File: config.mk
export PLATFORM = sky130hd
export DESIGN_NAME = mlet_ram
export DESIGN_NICKNAME = d
export VERILOG_FILES = /design/src/rtl/mlet_ram.sv
export SDC_FILE = /design/constraint.sdc
export NUM_CORES = 1
export LEC_CHECK = 0
export ABC_AREA = 0
export BUFFER_PORTS_ARGS = -buffer_cell sky130_fd_sc_hd__buf_2
export CAP_MARGIN = 20
export CORE_AREA = 3 3 102 104
export DETAILED_ROUTE_END_ITERATION = 8
export DIE_AREA = 0 0 105 107
export PLACE_DENSITY_LB_ADDON = 0.25
export SETUP_SLACK_MARGIN = 0.3
export SLEW_MARGIN = 20
export SYNTH_ARGS = -nofsm -noshare
export SYNTH_HDL_FRONTEND = slang
export SYNTH_SLANG_ARGS = --single-unit
File: constraint.sdc
create_clock -name clk -period 1.78 [get_ports clk]
set_input_delay 0.089 -clock clk [delete_from_list [all_inputs] [get_ports clk]]
set_output_delay 0.089 -clock clk [all_outputs]
set_load 0.05 [all_outputs]
File: src/rtl/mlet_ram.sv
// ----------------------------------------------------------------------------
// mlet_ram
// Generic single-write, single-read RAM with registered read data.
// ----------------------------------------------------------------------------
module mlet_ram #(
    parameter int unsigned WIDTH = 8,
    parameter int unsigned DEPTH = 16
) (
    input  logic                     clk,
    input  logic                     we,
    input  logic [$clog2(DEPTH)-1:0] waddr,
    input  logic [WIDTH-1:0]         wdata,
    input  logic                     re,
    input  logic [$clog2(DEPTH)-1:0] raddr,
    output logic [WIDTH-1:0]         rdata
);

    logic [WIDTH-1:0] mem [DEPTH];

    always_ff @(posedge clk)
    begin
        if (we)
        begin
            mem[waddr] <= wdata;
        end
        if (re)
        begin
            rdata <= mem[raddr];
        end
    end

endmodule

==> summary.txt <==
Status
  – Outcome: completed

CTS
  – CTS tree: done
  – H-tree Lvls: 4
  – Clk buf depth: 2
  – Sink Count: 136
  – Clk slew on worst S/H paths: 0.06 ns
  – Worst-Skew Late Latency: 0.51 ns
  – Root Driver: clkbuf_8
  – Setup bufs post-CTS: 0
  – Cts bufs inserted: 17

Synth
  – Cells after synthesis: 229
  – Post-synth ARST share: 0%
  – Mean post-synth cell area: 22.8 µm²
  – Distinct cells, synth: 18
  – Syn_nets: 248
  – Synth area leaders: edfxtp_1 78%, mux4_2 7.8%, mux4_1 7.0%
  – #FFs+latches synth: 136
  – Top cell type's share of synthesized area: 78.1%
  – Yosys warns: 0
  – Synth Flop Type: edfxtp_1
  – Sequential share of the synthesized area: 78.1%
  – Post-synthesis cell area: 5230 µm²
  – EDFF count, synth: 136
  – Area leader, netlist: edfxtp_1

Pwr
  – P_sw: 0.00139 W
  – Pint: 0.00541 W
  – Lkg Pwr: 2.09 nW
  – Flop pwr share: 53.4%
  – Sw Ratio: 20.4%
  – Clk pwr share: 40.6%
  – Peak supply drop: 0.000710 V
  – Gate power share: 6.0%
  – Pwr/cell area: 1100 nW/µm²

Critical path
  – Crit Path Max Fanout: 1
  – Worst path arrival time: 1.69 ns
  – CP Launch Point: mem[10][3]$_DFFE_PP_
  – CP Class: reg -> reg
  – R2r setup slk: 0.34 ns
  – CP Launch Type: flop
  – Worst R2R Start: mem[10][3]$_DFFE_PP_
  – Critical R2R Capture: rdata[3]$_DFFE_PP_
  – CP Capture Point: rdata[3]$_DFFE_PP_
  – CP Capture Type: flop
  – Critical Path RT: 2.03 ns
  – Worst R2R Path Depth: 3

Placed design
  – Port Buffers: 26
  – Dpl hpwl: 6100 µm
  – Placed cell area: 5630 µm²
  – GPL Wtd Cong: 0.731

Global routing
  – Pin count of the biggest net entering global routing: 27
  – Vias in the first global route: 2540
  – Initial antenna violation count: 0
  – Grt ovf: 0
  – Total global routing track utilization: 18.8%
  – Global-route wire length before repair: 14900 µm

Timing
  – Slew headroom: 69.8%
  – Peak Freq: 0.695 GHz
  – Final Hold Fails: 0
  – Finish-stage setup viols: 0
  – Max-slew violation total from the final report: 0
  – Clk_skew: 0.00627 ns
  – Setup TNS: 0 ns
  – RSZ-0062 raised after global routing: true
  – Tmin final: 1.44 ns
  – Worst slew pin tran: 0.454 ns
  – Final Cycle Share: 80.8%

Detailed routing
  – Total vias in the final route: 2455
  – Wire per inst: 21.8 µm
  – DRC: 0
  – Initial drt markers: 148
  – DR pass1 iterations: 4
  – Routed vias/inst: 5.61
  – DRT Wirelength: 9550 µm
  – DRT antenna net count: 0

Die
  – Boundary pin count: 27
  – Chip Height: 107 µm
  – Cell row count: 36
  – Die area: 11200 µm²
  – Initial Util: 54.2%
  – Die width: 105 µm
  – Core Footprint: 9640 µm²

Layout
  – Antenna cells: 0
  – Final #Nets: 315
  – Ratio of cells with drive above 1 in the final layout: 32.8%
  – Most frequent cells in the layout: 136 x edfxtp_1, 26 x buf_2, 22 x mux4_2, 22 x buf_4, 16 x clkbuf_16
  – Layout fillers: 665
  – Cell area after layout: 6190 µm²
  – Commonest non-fill, non-tap cell in the layout: edfxtp_1
  – Area Overhead vs Synth: 18.5%

Run
  – Max Cap Viol: 0

Min path
  – Worst hold path class: in -> reg
-- power by group through the flow --
stage	Combinational (W)	Clock (W)	Sequential, W
after global placement	0.000381	0	0.00369
after detailed placement	0.000388	0	0.00369
after CTS	0.000408	0.00281	0.00363
after global routing	0.000438	0.00296	0.00363
final	0.000406	0.00276	0.00363
after floorplan	0.000182	0	0.00374
-- worst max-delay path: stages (launching register included) --
cell      delay (ns)
edfxtp_1        0.36
mux4_1          0.50
a22oi_1         0.22
nand2_1         0.10
-- sequential cells by signal, summed over array words and instances, names as in the netlist --
| register | flops |
|---|---|
| mem | 128 |
| rdata | 8 |
-- per-stage QoR --
step | worst slack, ns | utilization (%) | total power (W) | hold slack, ns | cells
finish | 0.341 | 64.3 | 0.00680 | 0.137 | 438
global route | 0.294 | 64.3 | 0.00703 | 0.136 | 438
CTS | 0.297 | 64.3 | 0.00685 | 0.113 | 438
detailed placement | 0.0750 | 58.4 | 0.00408 | 0.481 | 401
global placement | 0.113 | 58.4 | 0.00407 | 0.474 | 401
floorplan | 0.409 | - | 0.00393 | 0.188 | 229
-- cell usage after synthesis, drive strengths merged (2+ instances only) --
cell type and n:
a22oi 16, mux4 32, clkdlybuf4s25 3, nor3 4, buf 7, nor2 13, nand3b 2, nand2b 2
nand2 9, edfxtp 136
-- timing repair --
action / in CTS / in global routing
resized for setup: 3 / 7
pin swaps: 0 / 2
hold endpoints to repair: 136 / 0
gates cloned: 0 / 0
endpoints found under the setup margin: 3 / 5
hold buffers: 9 / 0
-- final cells by class --
| type | count | area [µm²] | share of cell area [%] |
|---|---|---|---|
| sequential | 136 | 4080 | 65.9 |
| multi-input combinational | 83 | 1080 | 17.4 |
| clock buffer | 19 | 422 | 6.81 |
| timing repair buffer | 58 | 405 | 6.55 |
| tap | 133 | 166 | 2.69 |
| clock inverter | 9 | 38.8 | 0.626 |
-- logic make-up after synthesis --
kind of cell | count (synthesis) | share of synthesized area, %
mux | 32 | 14.8
simple gates | 35 | 3.14
buf+inv | 10 | 1.65
flops | 136 | 78.1
compound gates | 16 | 2.30
-- worst min-delay path by stage --
stage,start,end,depth (start not counted)
after floorplan,wdata[0],mem[0][0]$_DFFE_PP_,0
after global placement,wdata[3],mem[14][3]$_DFFE_PP_,1
after detailed placement,wdata[3],mem[13][3]$_DFFE_PP_,1
after CTS,waddr[0],mem[0][1]$_DFFE_PP_,3
after global routing,waddr[0],mem[0][6]$_DFFE_PP_,3
final,waddr[0],mem[8][3]$_DFFE_PP_,3
-- per-layer routing --
| metal | vias up | routed length [µm] | track usage [%] |
|---|---|---|---|
| met4 | 0 | 132 | 7.03 |
| met3 | 16 | 620 | 5.48 |
| met5 | - | 0 | 0 |
| met1 | 1237 | 4000 | 25.0 |
| met2 | 95 | 4800 | 30.0 |
| li1 | 1107 | - | - |
Power figures use the tool's default switching activity.
