## src/rtl/mlet_pkg.sv

```systemverilog
// ----------------------------------------------------------------------------
// mlet_pkg
// Shared widths and the node entry type of the min-of-lines envelope tree.
// ----------------------------------------------------------------------------
package mlet_pkg;

    localparam int unsigned DOMAIN     = 1024;
    localparam int unsigned NODE_DEPTH = 2 * DOMAIN;
    localparam int unsigned NODE_AW    = $clog2(NODE_DEPTH);
    localparam int unsigned XW         = 10;
    localparam int unsigned SLOPE_W    = 32;
    localparam int unsigned ICPT_W     = 64;
    localparam int unsigned IN_TDATA_W = 112;

    typedef struct packed {
        logic               valid;
        logic [SLOPE_W-1:0] slope;
        logic [ICPT_W-1:0]  icpt;
    } node_t;

    localparam int unsigned NODE_W = $bits(node_t);

endpackage

```

## src/rtl/mlet_eval.sv

```systemverilog
// ----------------------------------------------------------------------------
// mlet_eval
// Shared line evaluator: slope*x + intercept, wrapping at 64 bits.
// Multiply stage then add stage; the product and intercept are registered, then the sum.
// ----------------------------------------------------------------------------
module mlet_eval (
    input  logic                                clk,
    input  logic signed [mlet_pkg::SLOPE_W-1:0] slope,
    input  logic        [mlet_pkg::ICPT_W-1:0]  intercept,
    input  logic        [mlet_pkg::XW-1:0]      x,
    output logic        [mlet_pkg::ICPT_W-1:0]  value
);

    localparam int unsigned PROD_W = mlet_pkg::SLOPE_W + mlet_pkg::XW + 1;

    logic signed [PROD_W-1:0]           prod;
    logic signed [PROD_W-1:0]           prod_reg;
    logic        [mlet_pkg::ICPT_W-1:0] icpt_reg;
    logic        [mlet_pkg::ICPT_W-1:0] value_reg;
    logic signed [mlet_pkg::XW:0]       x_s;
    logic        [mlet_pkg::ICPT_W-1:0] prod_ext;

    assign x_s      = $signed({1'b0, x});
    assign prod     = PROD_W'(slope) * PROD_W'(x_s);
    assign prod_ext = mlet_pkg::ICPT_W'(prod_reg);
    assign value    = value_reg;

    always_ff @(posedge clk)
    begin
        prod_reg  <= prod;
        icpt_reg  <= intercept;
        value_reg <= prod_ext + icpt_reg;
    end

endmodule

```

## config.mk

```make
export PLATFORM = sky130hd
export DESIGN_NAME = mlet_eval
export DESIGN_NICKNAME = d
export VERILOG_FILES = /design/src/rtl/mlet_pkg.sv /design/src/rtl/mlet_eval.sv
export SDC_FILE = /design/constraint.sdc
export NUM_CORES = 1
export LEC_CHECK = 0
export ABC_AREA = 0
export BUFFER_PORTS_ARGS = -buffer_cell sky130_fd_sc_hd__buf_4
export CORE_ASPECT_RATIO = 1.75
export CORE_UTILIZATION = 53
export DETAILED_ROUTE_END_ITERATION = 16
export PLACE_DENSITY = 0.8
export SKIP_LAST_GASP = 1
export SYNTH_ARGS = -nofsm -noshare
export SYNTH_HDL_FRONTEND = slang
export SYNTH_SLANG_ARGS = --single-unit
```

## constraint.sdc

```tcl
create_clock -name clk -period 17.6 [get_ports clk]
set_input_delay 0.88 -clock clk [delete_from_list [all_inputs] [get_ports clk]]
set_output_delay 0.88 -clock clk [all_outputs]
set_load 0.02 [all_outputs]
```

==> results.md <==
- Hpwl dp: 37,800 um
- TritonCTS Buffers: 17
- CP Launch Point: x[5]
- TNS Setup: 0 ns
- TritonCTS clock tree: yes
- Clock Sinks: 171
- Setup Skew: 0.0143 ns
- Outcome: complete, no violations
- Hold path cells: 1
- CORE AREA: 33,900 um^2
- DRC Markers: 0
- Worst r2r src: prod_reg[42]
- Register area share after synthesis: 18.7%
- Max Clock Freq: 159 MHz
- Critical setup path kind: in2reg
- Site Rows: 89
- Initial DRC count: 490
- WHS: 0.449 ns
- Area fraction in compound gates after synthesis: 11.5%
- Max Buffers Root-to-Sink: 2
- Xor/xnor share of the synthesized area: 5.12%
- Fillers: 3,000
- Static Leak: 10.2 nW
- GRT overflow: 0
- Switching pwr: 2.11 mW
- Req. time, crit path: 17.96 ns
- Die Width: 143 um
- # setup viols final: 0
- GPL Wtd Cong: 0.951
- Syn Area/Cell: 9.07 um^2
- Post-CTS Setup Bufs: 0
- Synth Area in Adders: 40.6%
- Via count: 14,100
- Tmin final: 6.31 ns
- WL/cell: 18.0 um
- Arr. time, crit path: 6.67 ns
- Period Utilization, post-route: 35.8%
- EDFF count, synth: 0
- Skew-Pair Late Insertion Delay: 0.44 ns
- Layout cells sized above 1: 10.5%
- GRT Overall Usage: 28.1%
- Synth Area in Simple Gates: 14.9%
- Yosys Warn Count: 0
- Hold buffers post-CTS: 0
- Design area: 20,300 um^2
- Primary FF master, synth: dfxtp_1
- RSZ-0062 raised after global routing: false
- Startpoint Class: input pin
- Combinational share of power: 76.9%
- H-Tree Depth: 4
- R2R Path End: value[61]
- FF+latch count, synth: 171
- Pre-antenna DRT Iters: 5
- Setup crit end kind: flip-flop
- Clock root buffer: clkbuf_16
- Worst-path maximum fanout: 32
- Final WL: 46,400 um
- Most frequent cells in the layout: 342 x inv_1, 274 x fa_1, 242 x nand2_1
- Worst vdd ir: 0.158 mV
- I/O Pins: 171
- Die area: 35,300 um^2
- Nets: 2,650
- Reg2reg setup slack: 13.77 ns
- First-pass GRT wire length: 75,400 um
- Crit path to: prod_reg[42]
- Clock power share: 8.4%
- Synth Instances: 2,019
- Cell internal pwr: 2.16 mW
- Min-Delay Path Class: reg2reg
- Final Util: 60.1%
- Cell area after synthesis: 18,300 um^2
- Antenna Nets Post-Route: 0
- Port Buffers: 170
- Die height: 248 um
- Largest net degree at the start of global routing: 33
- Area grow syn2layout: 11.1%
- Ant. Diodes: 0
- Main combinational cell family by area after synthesis: adder cells
- Clock slew at reported path FFs: 0.06 ns
- Sequential power share: 14.7%
- Inst Count DP: 2,549
- Resize count post-CTS: 0
- Worst-Margin Slew: 1.04 ns
- Post-synthesis cell type count: 67
- Most common cell after layout, fill and taps aside: inv_1
- Vias in the first global route: 15,500
- Worst reg-to-reg path cell count: 11
- Slew margin rel.: 30.6%
- Fin. max-slew vios: 0
- Fraction of registers with async set/reset: 0%
- Vias per Instance: 5.47
- Dpl cell area: 19,800 um^2
- Antenna violations before repair: 0
- Mux cell area share after synthesis: 0%
- Final Non-Filler Cells: 2,581
- Initial core utilization: 54.1%
- Power per cell area: 210 nW/um^2
- Post-synthesis net count: 2,556
- Max-cap violations: 0
- Final Hold Viols: 0
- Switching Share: 49.4%
==> power groups by stage <==
stage | registers [mW] | logic (mW) | clock network [mW]
final | 0.628 | 3.28 | 0.360
after global routing | 0.642 | 3.67 | 0.386
after CTS | 0.631 | 3.28 | 0.369
after detailed placement | 0.638 | 3.26 | 0
after global placement | 0.638 | 3.19 | 0
after floorplan | 0.714 | 2.34 | 0
==> cell usage after synthesis (16+ instances only) <==
cell      instances  area [um^2]
a21o_1           67          503
a21oi_1         107          536
a31oi_1          21          131
and2_1          146          913
and3_1           16          100
clkbuf_1         85          319
dfxtp_1         171         3420
fa_1            274         5490
ha_1            156         1950
inv_1           342         1280
nand2_1         242          908
nand3_1          24          120
nand4_1          21          131
nor2_1           40          150
nor2b_1          16          100
o21ai_0          36          180
o21ai_1          19         95.1
xnor2_1          70          613
xor2_1           37          324
==> cells by family (layout without fill, tap and decap cells) <==
| group | after synthesis | count (layout) |
|---|---|---|
| buffers and inverters | 437 | 544 |
| AO/OA/AOI/OAI | 324 | 324 |
| adder cells (fa/ha/maj) | 430 | 430 |
| flip-flops | 171 | 171 |
| AND/OR/NAND/NOR | 550 | 550 |
| XOR/XNOR | 107 | 107 |
==> metal layers <==
metal  routed length [um]  track usage, %  vias to the layer above
met2                25000            52.8                      482
li1                     -               -                     6537
met5                    0               0                        -
met4                 4370            25.1                        0
met3                 1890            4.40                      226
met1                15100            25.7                     6864
==> worst min-delay path by stage <==
stage / from / to / slack (ns)
floorplan: icpt_reg[0] / value[0] / 0.42
global placement: icpt_reg[0] / value[0] / 0.42
detailed placement: icpt_reg[0] / value[0] / 0.44
CTS: icpt_reg[0] / value[0] / 0.46
global route: icpt_reg[0] / value[0] / 0.48
finish: icpt_reg[0] / value[0] / 0.45
==> critical path, stage by stage <==
cell and delay (ns):
buf_4 0.34, nand2_1 0.14, fa_1 0.55, inv_1 0.06
fa_1 0.55, fa_1 0.43, fa_1 0.49, inv_1 0.05
fa_1 0.47, inv_1 0.04, ha_1 0.33, a21o_1 0.21
a21o_1 0.18, a221o_1 0.34, a41o_1 0.25, nand4_1 0.16
a31oi_1 0.26, a2111oi_2 0.43, o31ai_1 0.14, a21oi_1 0.19
xnor2_1 0.14
==> cell type report <==
cell class | instances | area [um^2] | area share (%)
inverter | 342 | 1280 | 6.31
sequential | 171 | 3420 | 16.8
multi-input combinational | 1411 | 13200 | 64.9
clock buffer | 21 | 480 | 2.36
timing repair buffer | 170 | 1280 | 6.28
clock inverter | 11 | 96.3 | 0.474
tap | 455 | 569 | 2.80
==> stage by stage <==
| stage | worst slack (ns) | total power, mW |
|---|---|---|
| after floorplan | 11.46 | 3.05 |
| after CTS | 11.34 | 4.28 |
| final | 11.29 | 4.27 |
| after global routing | 11.05 | 4.70 |
| after detailed placement | 10.87 | 3.90 |
| after global placement | 11.02 | 3.82 |
(Power assumes the default switching activity.)
